$ cat config.mk
export PLATFORM = sky130hd
export DESIGN_NAME = ppqn_mul
export DESIGN_NICKNAME = d
export VERILOG_FILES = /design/src/rtl/core/ppqn_pkg.sv /design/src/rtl/core/ppqn_mul.sv
export SDC_FILE = /design/constraint.sdc
export NUM_CORES = 2
export LEC_CHECK = 0
export BUFFER_PORTS_ARGS = -buffer_cell sky130_fd_sc_hd__buf_2
export CORE_MARGIN = 3
export CORE_UTILIZATION = 35
export CTS_CLUSTER_DIAMETER = 40
export DETAILED_ROUTE_END_ITERATION = 10
export SLEW_MARGIN = 20
export SYNTH_ARGS = -nofsm -noshare
export SYNTH_HDL_FRONTEND = slang
export SYNTH_SLANG_ARGS = --single-unit
$ cat constraint.sdc
create_clock -name clk -period 11 [get_ports clk]
set_input_delay 2.2 -clock clk [delete_from_list [all_inputs] [get_ports clk]]
set_output_delay 2.2 -clock clk [all_outputs]
set_load 0.02 [all_outputs]
$ cat src/rtl/core/ppqn_pkg.sv
package ppqn_pkg;

    // Configuration register indexes
    localparam int CFG_INDEX_BITS = 3;
    localparam logic [CFG_INDEX_BITS-1:0] CFG_PHASE_INCREMENT    = 3'd0;
    localparam logic [CFG_INDEX_BITS-1:0] CFG_NCO_SCALE_QUARTERS = 3'd1;
    localparam logic [CFG_INDEX_BITS-1:0] CFG_PHASE_ADJUST       = 3'd2;
    localparam logic [CFG_INDEX_BITS-1:0] CFG_LOOP_BANDWIDTH     = 3'd3;
    localparam int CFG_DATA_BITS = 32;

    localparam int DEF_PHASE_BITS  = 32;
    localparam int DEF_SAMPLE_BITS = 16;

    // Shared multiplier operand widths
    localparam int MUL_A_W = 35;
    localparam int MUL_B_W = 26;
    localparam int MUL_P_W = MUL_A_W + MUL_B_W;

    // CORDIC
    localparam int CORDIC_STEPS = 24;
    localparam int ITER_W       = 5;
    localparam int ZW           = 34;
    localparam logic [31:0] CORDIC_X0 = 32'd652032874;

    // Loop gains, 2.666 and 3.555 in Q.16
    localparam logic [MUL_B_W-1:0] GAIN_P = 26'd174719;
    localparam logic [MUL_B_W-1:0] GAIN_I = 26'd232980;

    typedef struct packed {
        logic             load;
        logic             step;
        logic             vector_mode;
        logic [ITER_W-1:0] iter;
    } cordic_ctl_t;

    // Arctangent of 2^-i in 2^-32 turn
    function automatic logic [ZW-1:0] cordic_angle(input logic [ITER_W-1:0] i);
        logic [ZW-1:0] a;
        begin
            a = '0;
            unique case (i)
                5'd0:  a = 34'd536870912;
                5'd1:  a = 34'd316933406;
                5'd2:  a = 34'd167458907;
                5'd3:  a = 34'd85004756;
                5'd4:  a = 34'd42667331;
                5'd5:  a = 34'd21354465;
                5'd6:  a = 34'd10679838;
                5'd7:  a = 34'd5340245;
                5'd8:  a = 34'd2670163;
                5'd9:  a = 34'd1335087;
                5'd10: a = 34'd667544;
                5'd11: a = 34'd333772;
                5'd12: a = 34'd166886;
                5'd13: a = 34'd83443;
                5'd14: a = 34'd41722;
                5'd15: a = 34'd20861;
                5'd16: a = 34'd10430;
                5'd17: a = 34'd5215;
                5'd18: a = 34'd2608;
                5'd19: a = 34'd1304;
                5'd20: a = 34'd652;
                5'd21: a = 34'd326;
                5'd22: a = 34'd163;
                5'd23: a = 34'd81;
                default: a = '0;
            endcase
            return a;
        end
    endfunction

endpackage

$ cat src/rtl/core/ppqn_mul.sv
module ppqn_mul (
    input  logic                                clk,
    input  logic signed [ppqn_pkg::MUL_A_W-1:0] a,
    input  logic signed [ppqn_pkg::MUL_B_W-1:0] b,
    output logic signed [ppqn_pkg::MUL_P_W-1:0] p
);
    import ppqn_pkg::*;

    logic signed [MUL_P_W-1:0] p_reg;
    logic signed [MUL_P_W-1:0] p_next;

    assign p_next = MUL_P_W'(a) * MUL_P_W'(b);

    always_ff @(posedge clk)
    begin
        p_reg <= p_next;
    end

    assign p = p_reg;

endmodule

; Word-level counts from Yosys, hierarchy flattened
; Index checks and enable logic that the tools add are counted.
[totals]
out_inout_bits = 61
ff_bits = 61
[classes]
mul = 1
[ops]
columns = operator, n
row1 = $mul 35x26->61, 1

; Longest topological paths before layout
[logic_depth]
depth_word = 1
depth_mapped = 28
mapped_depth_nobuf = 26

; Least setup slack after synthesis
; Ideal clock, no wire load.
[synth_timing]
path_type = input port to flip-flop
start = input b[2] in the netlist's numbering
end = register p_reg[58], in the netlist p[58]
path_stages = 26
arrival_time_ps = 9145
slack_ps = 1733
setup_ps = 122
t_required_ps = 10878
n_path_buf = 2
path_cell_list = clkbuf_1 clkbuf_1 nand2_1 fa_1 inv_1 fa_1 inv_1 fa_1 fa_1 inv_1 fa_1 fa_1 inv_1 fa_1 inv_1 ha_1 and4_1 nand2_1 nor2_1 a2111oi_4 o22ai_1 or4b_4 o31a_1 a211oi_4 nor3_1 a311o_1
[synth_between]
elab_chain_cells = 1
[synth_rtl]
columns = element, line
row1 = "start, declared", ppqn_mul.sv:4  ; input logic signed [ppqn_pkg::MUL_B_W-1:0] b,
row2 = $mul 35x26->61, ppqn_mul.sv:12  ; assign p_next = MUL_P_W'(a) * MUL_P_W'(b);
row3 = net p_next[58], ppqn_mul.sv:10  ; logic signed [MUL_P_W-1:0] p_next;
row4 = "end signal, assigned", ppqn_mul.sv:16  ; p_reg <= p_next;
row5 = "end, declared", ppqn_mul.sv:9  ; logic signed [MUL_P_W-1:0] p_reg;
; The timed path passes the listed nets, and every way through them passes these cells.

; Worst setup path in the final report
[layout_timing]
start = input b[3] in the netlist's numbering
end = register p_reg[58], in the netlist p[58]
; Same word-level chain as after synthesis.

==> key figures <==
Drt
  • Routed wire length per instance: 18.2 um
  • DR vias: 22,640
  • Via density: 4.73
  • Initial DRT Pass Iterations: 5
  • Post-route DRC: 0
  • Antenna viol nets, final: 0
  • Post-Route WL: 87,300 um
  • Iteration-0 DRC count of the detailed router: 1,267

Timing
  • Slew headroom: 34.3%
  • Tcrit/Tclk final: 89.4%
  • Fin crit period: 9840 ps
  • F_max: 102 MHz
  • Setup tns final: 0 ps
  • Unrepaired setup endpoints after global routing: false
  • Final hold vios: 0
  • Least-Margin Pin Slew: 985 ps
  • Endpoints failing setup: 0
  • Max-slew violation count: 0
  • Fin worst setup slack: 1160 ps
  • Hold Slack: 2460 ps

Global route
  • Largest net degree at the start of global routing: 36
  • First-pass GRT wire length: 144,000 um
  • Antenna violations before repair: 11
  • GR Overflow Total: 0
  • Vias in the first global route: 25,371
  • GR Util All Layers: 19.2%

Clock network
  • Hold buffers post-CTS: 0
  • CTS tree: done
  • PostCTS Resize Cnt: 0
  • CTS Root Cell: clkbuf_16
  • CTS max path bufs: 2
  • Clk slew on worst S/H paths: 60 ps
  • H-tree depth: 3
  • Num CTS Buffers: 9
  • Clk sinks: 61
  • Post-CTS Setup Bufs: 0

Final layout
  • Area grow syn2layout: 6.32%
  • Share of layout cells above drive strength 1: 5.12%
  • Final net count: 4,681
  • Post-route cell area: 0.0347 mm2
  • Max FFs per register: 61

Synth
  • Synthesized area: 0.0327 mm2
  • Post-synth top area share: 56.8%
  • Async SR Flop Fraction: 0%
  • Sequential-to-total area share from yosys stat: 3.74%
  • Mapped Nets: 4,684
  • #FFs+latches synth: 61
  • Average size of a mapped cell: 9.25 um2
  • Synth unique cells: 55
  • Synth area leader: fa_1
  • Largest cells by area after synthesis: fa_1 57%, inv_1 11%, and2_1 7.3%, ha_1 6.3%, nand2_1 6.1%
  • Predominant post-synthesis flop cell: dfxtp_1
  • YS warnings: 0
  • Post-synth EDFFs: 0
  • Cell count after synthesis: 3,532

Floorplan
  • DIE HEIGHT: 311 um
  • IO Count: 123
  • Initial Utilization: 35.5%
  • Core area: 0.0921 mm2
  • Die Width: 311 um
  • Rows: 111
  • DIE AREA: 0.0970 mm2

Placement
  • Dpl ws: 794 ps
  • Port bufs: 122
  • Post-DP Area: 0.0344 mm2
  • Final GP Congestion: 0.860
  • Final HPWL DP: 71,500 um

Critical path
  • Arrival time worst endpoint: 10,120 ps
  • Critical-path maximum fanout: 23
  • CP Data Required Time: 11,280 ps
  • Crit start category: input port
  • Crit Path Class: in -> reg
  • Critical Path Sink Type: flip-flop

Flow run
  • Max Cap Viol: 0

Hold path
  • Hold path depth: 2
  • HP Class: in -> reg

Status
  • Outcome: finished, final reports clean
path summary, 6_finish.rpt:
| check | from | endpoint | slack (ps) |
|---|---|---|---|
| setup / recovery | b[3] | p[58] | 1160 |
| hold / removal | b[0] | p[0] | 2460 |
per-stage QoR:
step                      util [%]  cells
after global routing          37.7   4777
after CTS                     37.7   4777
after floorplan                  -   3532
after detailed placement      37.4   4761
final                         37.7   4785
after global placement        37.4   4761
cells by family after synthesis:
logic type / count (synthesis) / share of synthesized area, %
buf+inv: 1134 / 13.1
fa+ha+maj: 1090 / 63.0
simple gates: 1028 / 15.2
compound gates: 155 / 3.23
xor+xnor: 63 / 1.69
flops: 61 / 3.74
mux: 1 / 0.0307
cell usage after synthesis (2+ instances only):
library cell / number
a21o_1: 27
a21oi_1: 51
a21oi_2: 2
a221oi_1: 5
a31oi_1: 7
a41oi_1: 2
and2_1: 383
and3_1: 4
buf_2: 2
clkbuf_1: 166
dfxtp_1: 61
fa_1: 926
ha_1: 164
inv_1: 964
nand2_1: 532
nand2b_1: 12
nand3_1: 12
nand3b_1: 2
nand4_1: 6
nor2_1: 57
nor2b_1: 4
nor3_1: 8
o2111ai_1: 2
o211ai_1: 3
o21a_1: 3
o21ai_0: 25
o21ai_2: 2
o21bai_1: 10
o31a_1: 2
or4_1: 2
xnor2_1: 45
xor2_1: 18
cell type report:
type	count	area, um2
Antenna cell	8	20.0
Timing Repair Buffer	156	866
Fill cell	9334	57400
Sequential cell	61	1220
Clock buffer	15	268
Tap cell	1243	1560
Multi-Input combinational cell	2337	27200
Inverter	964	3620
Clock inverter	1	5.00
metal layers:
layer	global-route usage [%]	wire length [um]
met5	0	41
met4	6.17	2880
met3	2.79	4870
met2	32.7	42900
met1	25.2	36600
critical path: stages:
cell and delay, ps:
buf_2 580, buf_4 250, nand2_1 70, fa_1 530, inv_1 60, fa_1 550, inv_1 70, fa_1 510
fa_1 520, inv_1 60, fa_1 490, fa_1 490, inv_1 50, fa_1 520, inv_1 50, ha_1 380
a21oi_1 170, o21ai_0 190, a311oi_2 470, o22ai_1 140, or4b_4 600, o31a_1 390, a211oi_4 360, nor3_1 90
a311o_1 260
placed cells by master, fill, tap and decap left out, types with 3 or more instances in the layout:
| master | Yosys | routed |
|---|---|---|
| clkbuf_16 | 0 | 9 |
| diode_2 | 0 | 8 |
| nand4_1 | 6 | 6 |
| nand3_1 | 12 | 12 |
| xor2_1 | 18 | 18 |
| nor2_1 | 57 | 57 |
| clkbuf_1 | 166 | 4 |
| a31oi_1 | 7 | 7 |
| o211ai_1 | 3 | 3 |
| ha_1 | 164 | 164 |
| nor3_1 | 8 | 8 |
| inv_1 | 964 | 964 |
| fa_1 | 926 | 925 |
| and3_1 | 4 | 4 |
| o21a_1 | 3 | 3 |
| o21ai_0 | 25 | 25 |
| and2_1 | 383 | 383 |
| buf_2 | 2 | 122 |
| a221oi_1 | 5 | 5 |
| nor2b_1 | 4 | 4 |
| nand2b_1 | 12 | 12 |
| nand2_1 | 532 | 532 |
| dfxtp_1 | 61 | 61 |
| o21bai_1 | 10 | 10 |
| buf_4 | 1 | 34 |
| a21oi_1 | 51 | 51 |
| a21o_1 | 27 | 27 |
| xnor2_1 | 45 | 45 |
Power is not shown: default switching activity piles up to over one toggle a cycle in this logic, so the estimate is an artifact.
