--- config.mk ---
export PLATFORM = sky130hd
export DESIGN_NAME = ppqn_cordic
export DESIGN_NICKNAME = d
export VERILOG_FILES = /design/src/rtl/core/ppqn_pkg.sv /design/src/rtl/core/ppqn_cordic.sv
export SDC_FILE = /design/constraint.sdc
export NUM_CORES = 1
export LEC_CHECK = 0
export ABC_CLOCK_PERIOD_IN_PS = 19450
export BUFFER_PORTS_ARGS = -buffer_cell sky130_fd_sc_hd__buf_4
export CAP_MARGIN = 20
export CORE_MARGIN = 2
export CORE_UTILIZATION = 50
export CTS_BUF_LIST = sky130_fd_sc_hd__clkbuf_4 sky130_fd_sc_hd__clkbuf_8
export CTS_CLUSTER_DIAMETER = 30
export DETAILED_ROUTE_END_ITERATION = 16
export HOLD_SLACK_MARGIN = 0.02
export PLACE_DENSITY = 0.67
export SYNTH_ARGS = -nofsm -noshare
export SYNTH_HDL_FRONTEND = slang
export SYNTH_SLANG_ARGS = --single-unit
export TNS_END_PERCENT = 100
--- constraint.sdc ---
create_clock -name clk -period 19.45 [get_ports clk]
set_input_delay 3.89 -clock clk [delete_from_list [all_inputs] [get_ports clk]]
set_output_delay 3.89 -clock clk [all_outputs]
set_load 0.01 [all_outputs]
--- src/rtl/core/ppqn_pkg.sv ---
package ppqn_pkg;

    // Configuration register indexes
    localparam int CFG_INDEX_BITS = 3;
    localparam logic [CFG_INDEX_BITS-1:0] CFG_PHASE_INCREMENT    = 3'd0;
    localparam logic [CFG_INDEX_BITS-1:0] CFG_NCO_SCALE_QUARTERS = 3'd1;
    localparam logic [CFG_INDEX_BITS-1:0] CFG_PHASE_ADJUST       = 3'd2;
    localparam logic [CFG_INDEX_BITS-1:0] CFG_LOOP_BANDWIDTH     = 3'd3;
    localparam int CFG_DATA_BITS = 32;

    localparam int DEF_PHASE_BITS  = 32;
    localparam int DEF_SAMPLE_BITS = 16;

    // Shared multiplier operand widths
    localparam int MUL_A_W = 35;
    localparam int MUL_B_W = 26;
    localparam int MUL_P_W = MUL_A_W + MUL_B_W;

    // CORDIC
    localparam int CORDIC_STEPS = 24;
    localparam int ITER_W       = 5;
    localparam int ZW           = 34;
    localparam logic [31:0] CORDIC_X0 = 32'd652032874;

    // Loop gains, 2.666 and 3.555 in Q.16
    localparam logic [MUL_B_W-1:0] GAIN_P = 26'd174719;
    localparam logic [MUL_B_W-1:0] GAIN_I = 26'd232980;

    typedef struct packed {
        logic             load;
        logic             step;
        logic             vector_mode;
        logic [ITER_W-1:0] iter;
    } cordic_ctl_t;

    // Arctangent of 2^-i in 2^-32 turn
    function automatic logic [ZW-1:0] cordic_angle(input logic [ITER_W-1:0] i);
        logic [ZW-1:0] a;
        begin
            a = '0;
            unique case (i)
                5'd0:  a = 34'd536870912;
                5'd1:  a = 34'd316933406;
                5'd2:  a = 34'd167458907;
                5'd3:  a = 34'd85004756;
                5'd4:  a = 34'd42667331;
                5'd5:  a = 34'd21354465;
                5'd6:  a = 34'd10679838;
                5'd7:  a = 34'd5340245;
                5'd8:  a = 34'd2670163;
                5'd9:  a = 34'd1335087;
                5'd10: a = 34'd667544;
                5'd11: a = 34'd333772;
                5'd12: a = 34'd166886;
                5'd13: a = 34'd83443;
                5'd14: a = 34'd41722;
                5'd15: a = 34'd20861;
                5'd16: a = 34'd10430;
                5'd17: a = 34'd5215;
                5'd18: a = 34'd2608;
                5'd19: a = 34'd1304;
                5'd20: a = 34'd652;
                5'd21: a = 34'd326;
                5'd22: a = 34'd163;
                5'd23: a = 34'd81;
                default: a = '0;
            endcase
            return a;
        end
    endfunction

endpackage

--- src/rtl/core/ppqn_cordic.sv ---
module ppqn_cordic #(
    parameter int XW = 35
) (
    input  logic                         clk,
    input  ppqn_pkg::cordic_ctl_t        ctl,
    input  logic signed [XW-1:0]         x_in,
    input  logic signed [XW-1:0]         y_in,
    input  logic signed [ppqn_pkg::ZW-1:0] z_in,
    output logic signed [XW-1:0]         x,
    output logic signed [XW-1:0]         y,
    output logic signed [ppqn_pkg::ZW-1:0] z
);
    import ppqn_pkg::*;

    logic signed [XW-1:0] x_reg, x_next, y_reg, y_next;
    logic signed [ZW-1:0] z_reg, z_next;
    logic signed [XW-1:0] xs, ys;
    logic signed [ZW-1:0] ang;
    logic                 neg;

    assign xs  = y_reg >>> ctl.iter;
    assign ys  = x_reg >>> ctl.iter;
    assign ang = signed'(cordic_angle(ctl.iter));
    // vectoring drives y to zero, rotation drives z to zero
    assign neg = ctl.vector_mode ? y_reg[XW-1] : !z_reg[ZW-1];

    always_comb
    begin
        x_next = x_reg;
        y_next = y_reg;
        z_next = z_reg;
        if (ctl.load)
        begin
            x_next = x_in;
            y_next = y_in;
            z_next = z_in;
        end
        else if (ctl.step)
        begin
            if (neg)
            begin
                x_next = x_reg - xs;
                y_next = y_reg + ys;
                z_next = z_reg - ang;
            end
            else
            begin
                x_next = x_reg + xs;
                y_next = y_reg - ys;
                z_next = z_reg + ang;
            end
        end
    end

    always_ff @(posedge clk)
    begin
        x_reg <= x_next;
        y_reg <= y_next;
        z_reg <= z_next;
    end

    assign x = x_reg;
    assign y = y_reg;
    assign z = z_reg;

endmodule

# Yosys cells after proc, flatten, opt, wreduce, memory -nomap -nowiden
# Memories as Yosys holds them, arrays and structs flattened.
# Index checks and enable logic that the tools add are counted.
[word_totals] word_cells=24 register_bits=104 n_memories=1 output_inout_bits=104 romBits=960
[op_classes] n_addsub=6 n_mux=10 shifts=2 reduce_logical=2
[memory_table] name="(name not given)" depth=32 width=30 rd=1 rd_clocked_by_memory_dff=0 write_ports=0 line="ppqn_pkg.sv:41" text="unique case (i)"
[op_table] cell="$mux 35" n=6
[op_table] cell="$mux 34" n=3
[op_table] cell="$add 35x35->35" n=2
[op_table] cell="$sshr 35x5->35" n=2
[op_table] cell="$sub 35x35->35" n=2
[op_table] cell="$add 34x34->34" n=1
[op_table] cell="$sub 34x34->34" n=1
[op_table] cell="$reduce_bool 2->1" n=1
[op_table] cell="$logic_not 1->1" n=1
[op_table] cell="$mux 1" n=1

# Longest topological paths before layout
# Gate-level depths: netlist of the first run.
[logic_depth] ltp_word=5 ltp_mapped=30 mapped_depth_nobuf=23

# Worst setup path after synthesis of the first run
# No wires, ideal clock.
[synth_timing] path_kind="in2reg" from="input ctl[2] (netlist bit)" to="register y_reg[30] (netlist: y[30]), data pin" cell_stages=27 t_required_ns=19.175 arrival_time_ns=9.200 n_path_buf=9 slack_ns=9.975 cell_sequence="buf_2 > buf_2 > buf_2 > buf_2 > buf_2 > buf_2 > clkbuf_1 > buf_1 > buf_1 > a211oi_1 > a21oi_1 > ha_1 > and3_1 > nand3_2 > o21ai_0 > xor2_1 > ha_1 > and3_1 > and2_1 > a221oi_1 > o21ai_0 > a211oi_1 > o21ai_0 > a31oi_1 > a221oi_1 > nor4_1 > a311oi_1"
[synth_via] elab_chain_len=5 elab_cells_between_ends=6 classes_between="add/sub (2); shift (1); mux (3)"
[synth_rtl] element="from (decl)" line="ppqn_cordic.sv:5" text="input ppqn_pkg::cordic_ctl_t ctl,"
[synth_rtl] element="$sshr 35x5->35 *" line="ppqn_cordic.sv:22" text="assign ys = x_reg >>> ctl.iter;"
[synth_rtl] element="$sub 35x35->35 or $add 35x35->35 (tied branches)" line="ppqn_cordic.sv:49, ppqn_cordic.sv:43"
[synth_rtl] element="$mux 35 *" line="ppqn_cordic.sv:40" text="if (neg)"
[synth_rtl] element="$mux 35 *" line="ppqn_cordic.sv:38" text="else if (ctl.step)"
[synth_rtl] element="$mux 35 *" line="ppqn_cordic.sv:32" text="if (ctl.load)"
[synth_rtl] element="net y_next[30]" line="ppqn_cordic.sv:15" text="logic signed [XW-1:0] x_reg, x_next, y_reg, y_next;"
[synth_rtl] element="to (signal assigned)" line="ppqn_cordic.sv:58" text="y_reg <= y_next;"
[synth_rtl] element="to (decl)" line="ppqn_cordic.sv:15"
# Mark *: on every way through the listed nets, which the timed path passes. The rest lies on a longest branch. The select of a mux whose other input is x is not followed.
# A chain may end at the register's enable or synchronous reset.

# Worst setup path after layout of the first run
[layout_timing] from="input ctl[0] (netlist bit)" to="register y_reg[30] (netlist: y[30]), data pin"
# Same word-level chain as after synthesis.

==> reports/results.ini, run 1 <==
[critical_path]
crit_path_max_fanout = 62
ff2ff_setup_slack_ps = 12750
cp.arrival_ps = 11110
crit_type = input pin to register
critPathRequiredTime_ps = 19630
critPathLaunchType = input pin
worstSetupEndpointType = register

[cts]
cts_tree = done
cts_buffer_depth = 2
cts_htree_levels = 3
cts_resized = 0
cts_buffers = 9
postCtsSetupBuffers = 0
cts-root-buf = clkbuf_8
hold_buffers = 0
cts_sinks = 104
insertion_delay_ps = 470
clk_pin_slew_ps = 110

[pwr]
total_power_mw = 4.39
vdd_drop_max_mv = 0.109
leakagePower_nw = 7.93
power_density_nw_per_um2 = 230

[final_layout]
fillers = 3212
drive_above_1_share = 0.195
final_core_util = 0.567
n_antenna_cell = 0
fin_area_um2 = 19100
syn_to_final_growth_pct = 10.9
nets = 2383

[detailed_routing]
dr_total_vias = 17400
ant_nets = 0
dr.pass1.iters = 7
drc = 0
viasPerCell = 6.67
wl_um = 65700
drt-wirelength-per-cell_um = 25.2
drt-initial-drc-count = 1918

[global_route]
antenna_found_initial = 1
grt_pass1_vias = 17000
grt_pass1_wl_um = 100000
grt_overflow = 0
grt_max_degree = 90
grt_usage = 0.363

[sta]
finalWorstSetupSlack_ps = 8520
fmax_mhz = 91.5
relSlewSlack = 0.322
worst_pin_slew_ps = 1020
fin_tns_setup_ps = 0
finClkSkew_ps = 13.0
slew_violations = 0
fin_crit_sh = 0.562
rsz0062_at_grt = no
post-route-min-period_ps = 10930
setup_viol_count_final = 0
finalHoldViolations = 0

[floorplan]
core_area_um2 = 33700
rows = 67
ios = 217
die-area_um2 = 35900
die_height_um = 190
die-width_um = 190
initial_utilization = 0.511

[logic_synthesis]
synthCells = 2034
synth_ff_type = edfxtp_1
avgSynthCellArea_um2 = 8.47
synth_commonest_cells = nand2_1 (231), o21ai_0 (183), a21oi_1 (145), nor2_1 (130), ha_1 (111)
yosysWarnings = 0
ys_seq_area_frac = 0.181
synth-seq-cells = 104
synth_area_leaders = edfxtp_1 (18%), mux4_2 (10%), ha_1 (8.1%)
netlist_area_um2 = 17200
ys_async_sr_fraction = 0
yosys.area.top_type = edfxtp_1
synth_most_common_cell = nand2_1
synth_top_area_share = 0.181
syn_nets = 2261
synth_edf_count = 104
ys_types = 109

[placement]
place_congestion = 0.995
placed_area_um2 = 18900
dp_hpwl_um = 50200
io_buffers = 216
post-place-ws_ps = 8170

[run_status]
status = completed

[run]
max-cap-violations = 0

[hold_path]
hold_path.class = register to register

final cells by class:
class / instances / area, um2 / area share
multi-input combinational: 1749 / 13300 / 0.694
sequential: 104 / 3120 / 0.163
timing repair buffer: 236 / 1780 / 0.0933
tap: 448 / 561 / 0.0293
inverter: 56 / 210 / 0.0110
clock buffer: 11 / 139 / 0.00727
clock inverter: 5 / 32.5 / 0.00170
metrics by stage:
stage,cells,hold WS [ps]
finish,2609,807
CTS,2609,808
floorplan,2034,761
global route,2609,877
detailed placement,2593,790
global placement,2592,793
critical path, cell delays in order:
cell      delay (ps)
buf_4            440
buf_4            760
inv_1            230
buf_4            350
mux2i_1          550
o32ai_1          160
a211oi_1         530
and4_1           360
nand3_1          270
o21ai_0          300
xor2_1           200
ha_1             320
and3_1           230
and2_1           180
a221oi_1         260
o21ai_0          350
a211oi_1         630
o21ai_0          230
a31oi_1          340
a221oi_1         160
nor4_1           200
a311oi_1          80
per-layer routing:
metal | part of all wire | global-route usage | up-vias
met4 | 0.041 | 0.158 | 0
met1 | 0.41 | 0.476 | 8329
met2 | 0.46 | 0.591 | 942
met3 | 0.092 | 0.0614 | 157
met5 | 0 | 0 | -
li1 | - | - | 7973
kinds of logic (layout without fill, tap and decap cells):
group / after synthesis / after routing / share of synthesized area
AND/OR/NAND/NOR: 600 / 600 / 0.170
buffers and inverters: 181 / 308 / 0.0501
adder cells (fa/ha/maj): 115 / 115 / 0.0847
flip-flops: 104 / 104 / 0.181
AO/OA/AOI/OAI: 682 / 682 / 0.258
XOR/XNOR: 167 / 167 / 0.0849
multiplexers: 185 / 185 / 0.171
power by group:
group / internal [mW] / total [mW] / switching (mW) / leakage, nW
clock: 0.0492 / 0.142 / 0.0926 / 0.0842
sequential: 0.442 / 0.723 / 0.281 / 1.08
combinational: 1.55 / 3.52 / 1.97 / 6.77
worst paths after layout:
check | from | endpoint | cells after the start
max | ctl[0] | y[30] | 22
min | z[0] | z[0] | 3
max reg2reg | x[18] | y[30] | 19
min reg2reg | z[0] | z[0] | 3
cells in the final DEF (no fill, tap or decap), types with 9 or more instances in the layout:
cell type  count
o211ai_1      19
o21ai_0      183
and2_1        14
a211oi_1      26
a311oi_1       9
and3_1        20
inv_1         54
nor3_1        32
a21oi_1      145
a31oi_1       24
a22oi_1       12
nor2b_1       26
mux2i_1       55
nand2_1      231
o22ai_1       28
ha_1         111
a21o_1        66
o31ai_1       18
nand2b_1      34
edfxtp_1     104
buf_4        233
or3_1         14
mux2_2        41
clkbuf_8       9
o21a_1        29
nand3_1       32
a221oi_1      10
xor2_1        77
o21bai_1      10
nor2_1       129
xnor2_1       90
mux4_2        79
(Power assumes the default switching activity.)
==> inputs of run 2 (changes only) <==
--- a/config.mk
+++ b/config.mk
@@ -5,7 +5,7 @@
 export SDC_FILE = /design/constraint.sdc
 export NUM_CORES = 1
 export LEC_CHECK = 0
-export ABC_CLOCK_PERIOD_IN_PS = 19450
+export ABC_CLOCK_PERIOD_IN_PS = 9400
 export BUFFER_PORTS_ARGS = -buffer_cell sky130_fd_sc_hd__buf_4
 export CAP_MARGIN = 20
 export CORE_MARGIN = 2
@@ -14,7 +14,7 @@
 export CTS_CLUSTER_DIAMETER = 30
 export DETAILED_ROUTE_END_ITERATION = 16
 export HOLD_SLACK_MARGIN = 0.02
-export PLACE_DENSITY = 0.67
+export PLACE_DENSITY = 0.7
 export SYNTH_ARGS = -nofsm -noshare
 export SYNTH_HDL_FRONTEND = slang
 export SYNTH_SLANG_ARGS = --single-unit
==> constraint.sdc (replaced) <==
create_clock -name clk -period 9.4 [get_ports clk]
set_input_delay 1.88 -clock clk [delete_from_list [all_inputs] [get_ports clk]]
set_output_delay 1.88 -clock clk [all_outputs]
set_load 0.01 [all_outputs]
==> run 2 against run 1 <==
  * Wire length increased by 2.3%
  * Cell count increased by 0.61%
  * Cell area increased by 0.96%
  * Clock-buffer cell count decreased by 1
  * Sequential power increased by 110%
  * Critical path depth increased by 1
  * Flip-flop and latch count unchanged
  * Highest routed layer unchanged
==> reports/results.ini, run 2 (same netlist as run 1, synthesis figures left out) <==
[placement]
dp_hpwl_um = 51000
io_buffers = 216
place_congestion = 1.04

[sta]
finalHoldViolations = 0
fin_crit_sh = 0.873
worst_pin_slew_ps = 1130
slew_violations = 0
finClkSkew_ps = 17.9
rsz0062_at_grt = no
setup_viol_count_final = 0
post-route-min-period_ps = 8210
fin_tns_setup_ps = 0
relSlewSlack = 0.243
fmax_mhz = 122

[cts]
cts_sinks = 104
postCtsSetupBuffers = 0
cts_buffers = 9
hold_buffers = 0
clk_pin_slew_ps = 110
cts_buffer_depth = 2
insertion_delay_ps = 460
cts_resized = 0
cts-root-buf = clkbuf_8
cts_htree_levels = 3
cts_tree = done

[detailed_routing]
drc = 0
drt-wirelength-per-cell_um = 25.6
dr.pass1.iters = 6
wl_um = 67200
drt-initial-drc-count = 1934
dr_total_vias = 17700
ant_nets = 0
viasPerCell = 6.75

[pwr]
total_power_mw = 9.16
vdd_drop_max_mv = 0.252
leakagePower_nw = 8.04
power_density_nw_per_um2 = 475

[run_status]
status = completed

[critical_path]
critPathLaunchType = input pin
path_cells = buf_4 > buf_4 > mux4_2 > mux2i_1 > o22ai_1 > a21oi_4 > ha_1 > inv_1 > or3_1 > or3b_2 > nor3b_2 > a21oi_1 > xnor2_1 > ha_1 > o21a_1 > a221o_1 > a31oi_1 > o41ai_1 > a41oi_1 > a21boi_0 > or3_1 > a21oi_1 > a21oi_1
crit_path_max_fanout = 58
cp_slowest_stage_delay_ps = 640
critPathRequiredTime_ps = 9580
crit_path_top_delay_cell = buf_4
crit_top_cell = a21oi_1
worstSetupEndpointType = register
crit_type = input pin to register
ff2ff_setup_slack_ps = 2690
cp.arrival_ps = 8390

[global_route]
grt_usage = 0.370
grt_busiest_layer = met2
grt_overflow = 0
grt_pass1_vias = 17300
antenna_found_initial = 1
grt_pass1_wl_um = 102000
grt.met2_usage = 0.594
grt_max_degree = 96
use_met1 = 0.475
use_met3 = 0.0716

[floorplan]
ios = 217
die_height_um = 190
die-width_um = 190
initial_utilization = 0.511
rows = 67
core_area_um2 = 33700
die-area_um2 = 35900

[final_layout]
syn_to_final_growth_pct = 12.0
nets = 2399
drive_above_1_share = 0.201
final_common_cell = buf_4
final_cell_mix = buf_4 (247), nand2_1 (231), o21ai_0 (183), a21oi_1 (145), nor2_1 (129)

[run]
max-cap-violations = 0

[hold_path]
hold_path.class = register to register

## run 2: cell count changes in the layout (fill, tap and decap cells not counted), sizes merged
cell,delta
clkinvlp,-2
bufinv,+2
clkbuf,-1
diode,+1
buf,+16
## run 2: final cells by class
cell class | instances | area (um2)
clock buffers | 10 | 131
repair buffers | 252 | 1920
clock inverters | 5 | 81.3
fillers | 3128 | 14400
well taps | 448 | 561
diodes | 1 | 2.50
multi-input cells | 1749 | 13300
inverters | 56 | 210
flip-flops and latches | 104 | 3120
## run 2: critical path: cells and delay by family
kind                     cells  cell delay, ps
AND/OR/NAND/NOR              4            1480
XOR/XNOR                     1             160
AO/OA/AOI/OAI               11            2480
multiplexers                 2             690
adder cells (fa/ha/maj)      2             610
buffers and inverters        3            1070
## run 2: path summary, 6_finish.rpt
check / cells after the start / start / to
max: 23 / ctl[0] / x[32]
min: 3 / z[0] / z[0]
min reg2reg: 3 / z[0] / z[0]
max reg2reg: 21 / y[22] / x[32]
## run 2: routing by layer
layer | wire length (um) | share of wire
met5 | 0 | 0
met4 | 3450 | 0.051
met3 | 6560 | 0.098
met2 | 30300 | 0.45
met1 | 26900 | 0.40
## run 2: metrics by stage
| step | utilization | hold slack, ps | std cells | setup WS [ps] | cell area (um2) |
|---|---|---|---|---|---|
| 2_1_floorplan | - | 761 | 2034 | 1930 | 17200 |
| 3_3_place_gp | 0.566 | 803 | 2608 | 959 | 19100 |
| 3_5_place_dp | 0.566 | 812 | 2609 | 791 | 19100 |
| 4_1_cts | 0.572 | 829 | 2624 | 1270 | 19300 |
| 5_1_grt | 0.572 | 847 | 2624 | 778 | 19300 |
| 6_report | 0.572 | 821 | 2625 | 1190 | 19300 |
## run 2: where the power goes
| group | total [mW] | switching, mW | leakage [nW] | internal, mW |
|---|---|---|---|---|
| Clock | 0.338 | 0.186 | 0.108 | 0.152 |
| Sequential | 1.50 | 0.587 | 1.08 | 0.915 |
| Combinational | 7.32 | 4.10 | 6.85 | 3.22 |
| Total | 9.16 | 4.87 | 8.04 | 4.29 |
==> inputs of run 3 (changes only) <==
--- a/config.mk
+++ b/config.mk
@@ -5,6 +5,7 @@
 export SDC_FILE = /design/constraint.sdc
 export NUM_CORES = 1
 export LEC_CHECK = 0
+export ABC_AREA = 1
 export ABC_CLOCK_PERIOD_IN_PS = 9400
 export BUFFER_PORTS_ARGS = -buffer_cell sky130_fd_sc_hd__buf_4
 export CAP_MARGIN = 20
==> run 3 against run 2 <==
  * Non-clock buffer count is 28 lower
  * Synthesized area grew 0.84%
  * Clock skew up 2.8 ps
  * Cell count grew 35%
  * Clock power shrank 5.9%
  * Clock-buffer cell count stayed put
==> reports/results.ini, run 3 <==
[run_status]
status = completed

[sta]
worst_pin_slew_ps = 1070
slew_violations = 0
finClkSkew_ps = 20.7
fin_crit_sh = 0.794
setup_viol_count_final = 0
finalHoldViolations = 0
relSlewSlack = 0.284
fin_tns_setup_ps = 0
finalWorstSetupSlack_ps = 1940
rsz0062_at_grt = no
fmax_mhz = 134
post-route-min-period_ps = 7460

[logic_synthesis]
synth_ff_type = edfxtp_1
synth_commonest_cells = nand2_1 (1,013), nand3_1 (436), inv_1 (275), nor2_1 (242), a21oi_1 (143)
yosysWarnings = 0
netlist_area_um2 = 17400
synth_area_leaders = nand2_1 (22%), edfxtp_1 (18%), nand3_1 (13%)
synth_edf_count = 104
ys_seq_area_frac = 0.180
ys_types = 56
synth_mux_area_frac = 0
synth_top_area_share = 0.219
syn_nets = 3189
ys_async_sr_fraction = 0
synth_compound_area_frac = 0.129
synthCells = 2962
synth_simple_gate_area_frac = 0.466
synth_fa_ha_area_frac = 0.0834
yosys.area.top_type = nand2_1
synth_xor_area_frac = 0.0459
avgSynthCellArea_um2 = 5.86
synth_top_family_by_area = simple AND/OR/NAND/NOR gates
synth_most_common_cell = nand2_1
synth-seq-cells = 104

[global_route]
grt_pass1_vias = 18600
grt_overflow = 0
grt_pass1_wl_um = 98100
antenna_found_initial = 0
grt_usage = 0.345
grt_max_degree = 84

[floorplan]
die-width_um = 190
die_height_um = 190
rows = 68
initial_utilization = 0.505
core_area_um2 = 34400
ios = 217
die-area_um2 = 36200

[detailed_routing]
ant_nets = 0
drc = 0
dr.pass1.iters = 7
dr_total_vias = 20300
drt-wirelength-per-cell_um = 18.1
viasPerCell = 5.72
wl_um = 64200
drt-initial-drc-count = 2070

[critical_path]
crit_type = input pin to register
ff2ff_path_depth = 18
critPathLaunchType = input pin
worstSetupEndpointType = register
crit_path_max_fanout = 77
critPathRequiredTime_ps = 9600
cp.arrival_ps = 7660

[run]
max-cap-violations = 0

[cts]
cts-root-buf = clkbuf_8
cts_sinks = 104
insertion_delay_ps = 440
clk_pin_slew_ps = 110
postCtsSetupBuffers = 0
cts_tree = done
cts_buffers = 9
cts_htree_levels = 3
cts_resized = 0
hold_buffers = 0
cts_buffer_depth = 2

[final_layout]
final_cell_mix = nand2_1 (1,013), nand3_1 (436), inv_1 (274), nor2_1 (240), buf_4 (224)
final_core_util = 0.560
drive_above_1_share = 0.125
n_antenna_cell = 0
nets = 3321
syn_to_final_growth_pct = 10.9
fillers = 3677
final_common_cell = nand2_1

[pwr]
vdd_drop_max_mv = 0.197
leakagePower_nw = 10.0
power_density_nw_per_um2 = 412
total_power_mw = 7.94

[placement]
place_congestion = 1.03
post-place-ws_ps = 1570
io_buffers = 216
dp_hpwl_um = 51600

[hold_path]
hold_path.class = register to register
worstHoldPathCells = 3

run 3: cell count changes after synthesis, sizes merged, moves of 47 or more:
cell,delta
nand2,+809
or2,+55
mux2,-47
o21ai,-54
mux2i,-58
mux4,-80
xnor2,-57
inv,+233
nand3,+407
nor2,+132
run 3: stage by stage:
stage / instances / cell area (um2) / hold WS (ps)
5_1_grt: 3554 / 19300 / 783
6_report: 3554 / 19300 / 758
2_1_floorplan: 2962 / 17400 / 723
3_3_place_gp: 3538 / 19100 / 737
4_1_cts: 3554 / 19300 / 759
3_5_place_dp: 3538 / 19100 / 727
run 3: final cells by class:
type | instances | area [um2] | area share
Sequential cell | 104 | 3120 | 0.162
Inverter | 290 | 1090 | 0.0568
Timing Repair Buffer | 224 | 1680 | 0.0873
Tap cell | 455 | 569 | 0.0295
Multi-Input combinational cell | 2465 | 12600 | 0.654
Clock inverter | 6 | 67.6 | 0.00351
Clock buffer | 10 | 131 | 0.00682
run 3: path summary, 6_finish.rpt:
path	slack [ps]	start	end
hold reg to reg	760	y[0]	y[0]
hold / removal	760	y[0]	y[0]
setup reg to reg	4090	y[34]	z[28]
setup / recovery	1940	ctl[2]	z[23]
run 3: per-layer routing:
layer / vias to the layer above / wire length, um / global-route usage
met2: 876 / 29600 / 0.569
met4: 0 / 2550 / 0.139
met3: 126 / 4660 / 0.0480
li1: 10100 / - / -
met1: 9266 / 27400 / 0.453
met5: - / 0 / 0
run 3: report_power, final:
part           switching, mW  total [mW]  leakage [nW]  internal, mW
Clock                  0.190       0.318        0.0967         0.128
Combinational           4.06        6.37          8.83          2.31
Sequential             0.391        1.25          1.07         0.862
run 3: logic make-up (layout without fill, tap and decap cells):
family	after synthesis	in the layout
adders and majority gates	114	114
DFF	104	104
xor gates and xnor gates	91	91
buffers and inverters	393	530
AOI/OAI and AO/OA	389	389
and+or+nand+nor	1871	1871
run 3: critical path: stages:
cell	delay [ps]
buf_4	620
inv_2	650
nor2_2	400
inv_1	120
or2_1	260
nand3_2	120
nand3_2	110
inv_1	80
ha_1	170
nand2_1	70
nor2_2	150
nand4_1	140
nor2_2	180
inv_1	90
o21ai_2	230
xor2_1	210
ha_1	310
a21oi_1	160
inv_1	70
a21oi_1	260
nand2_1	240
a21oi_1	310
o21ai_0	220
nand2_1	110
nand2_1	80
or2_2	280
nand3_1	70
nand2_1	70
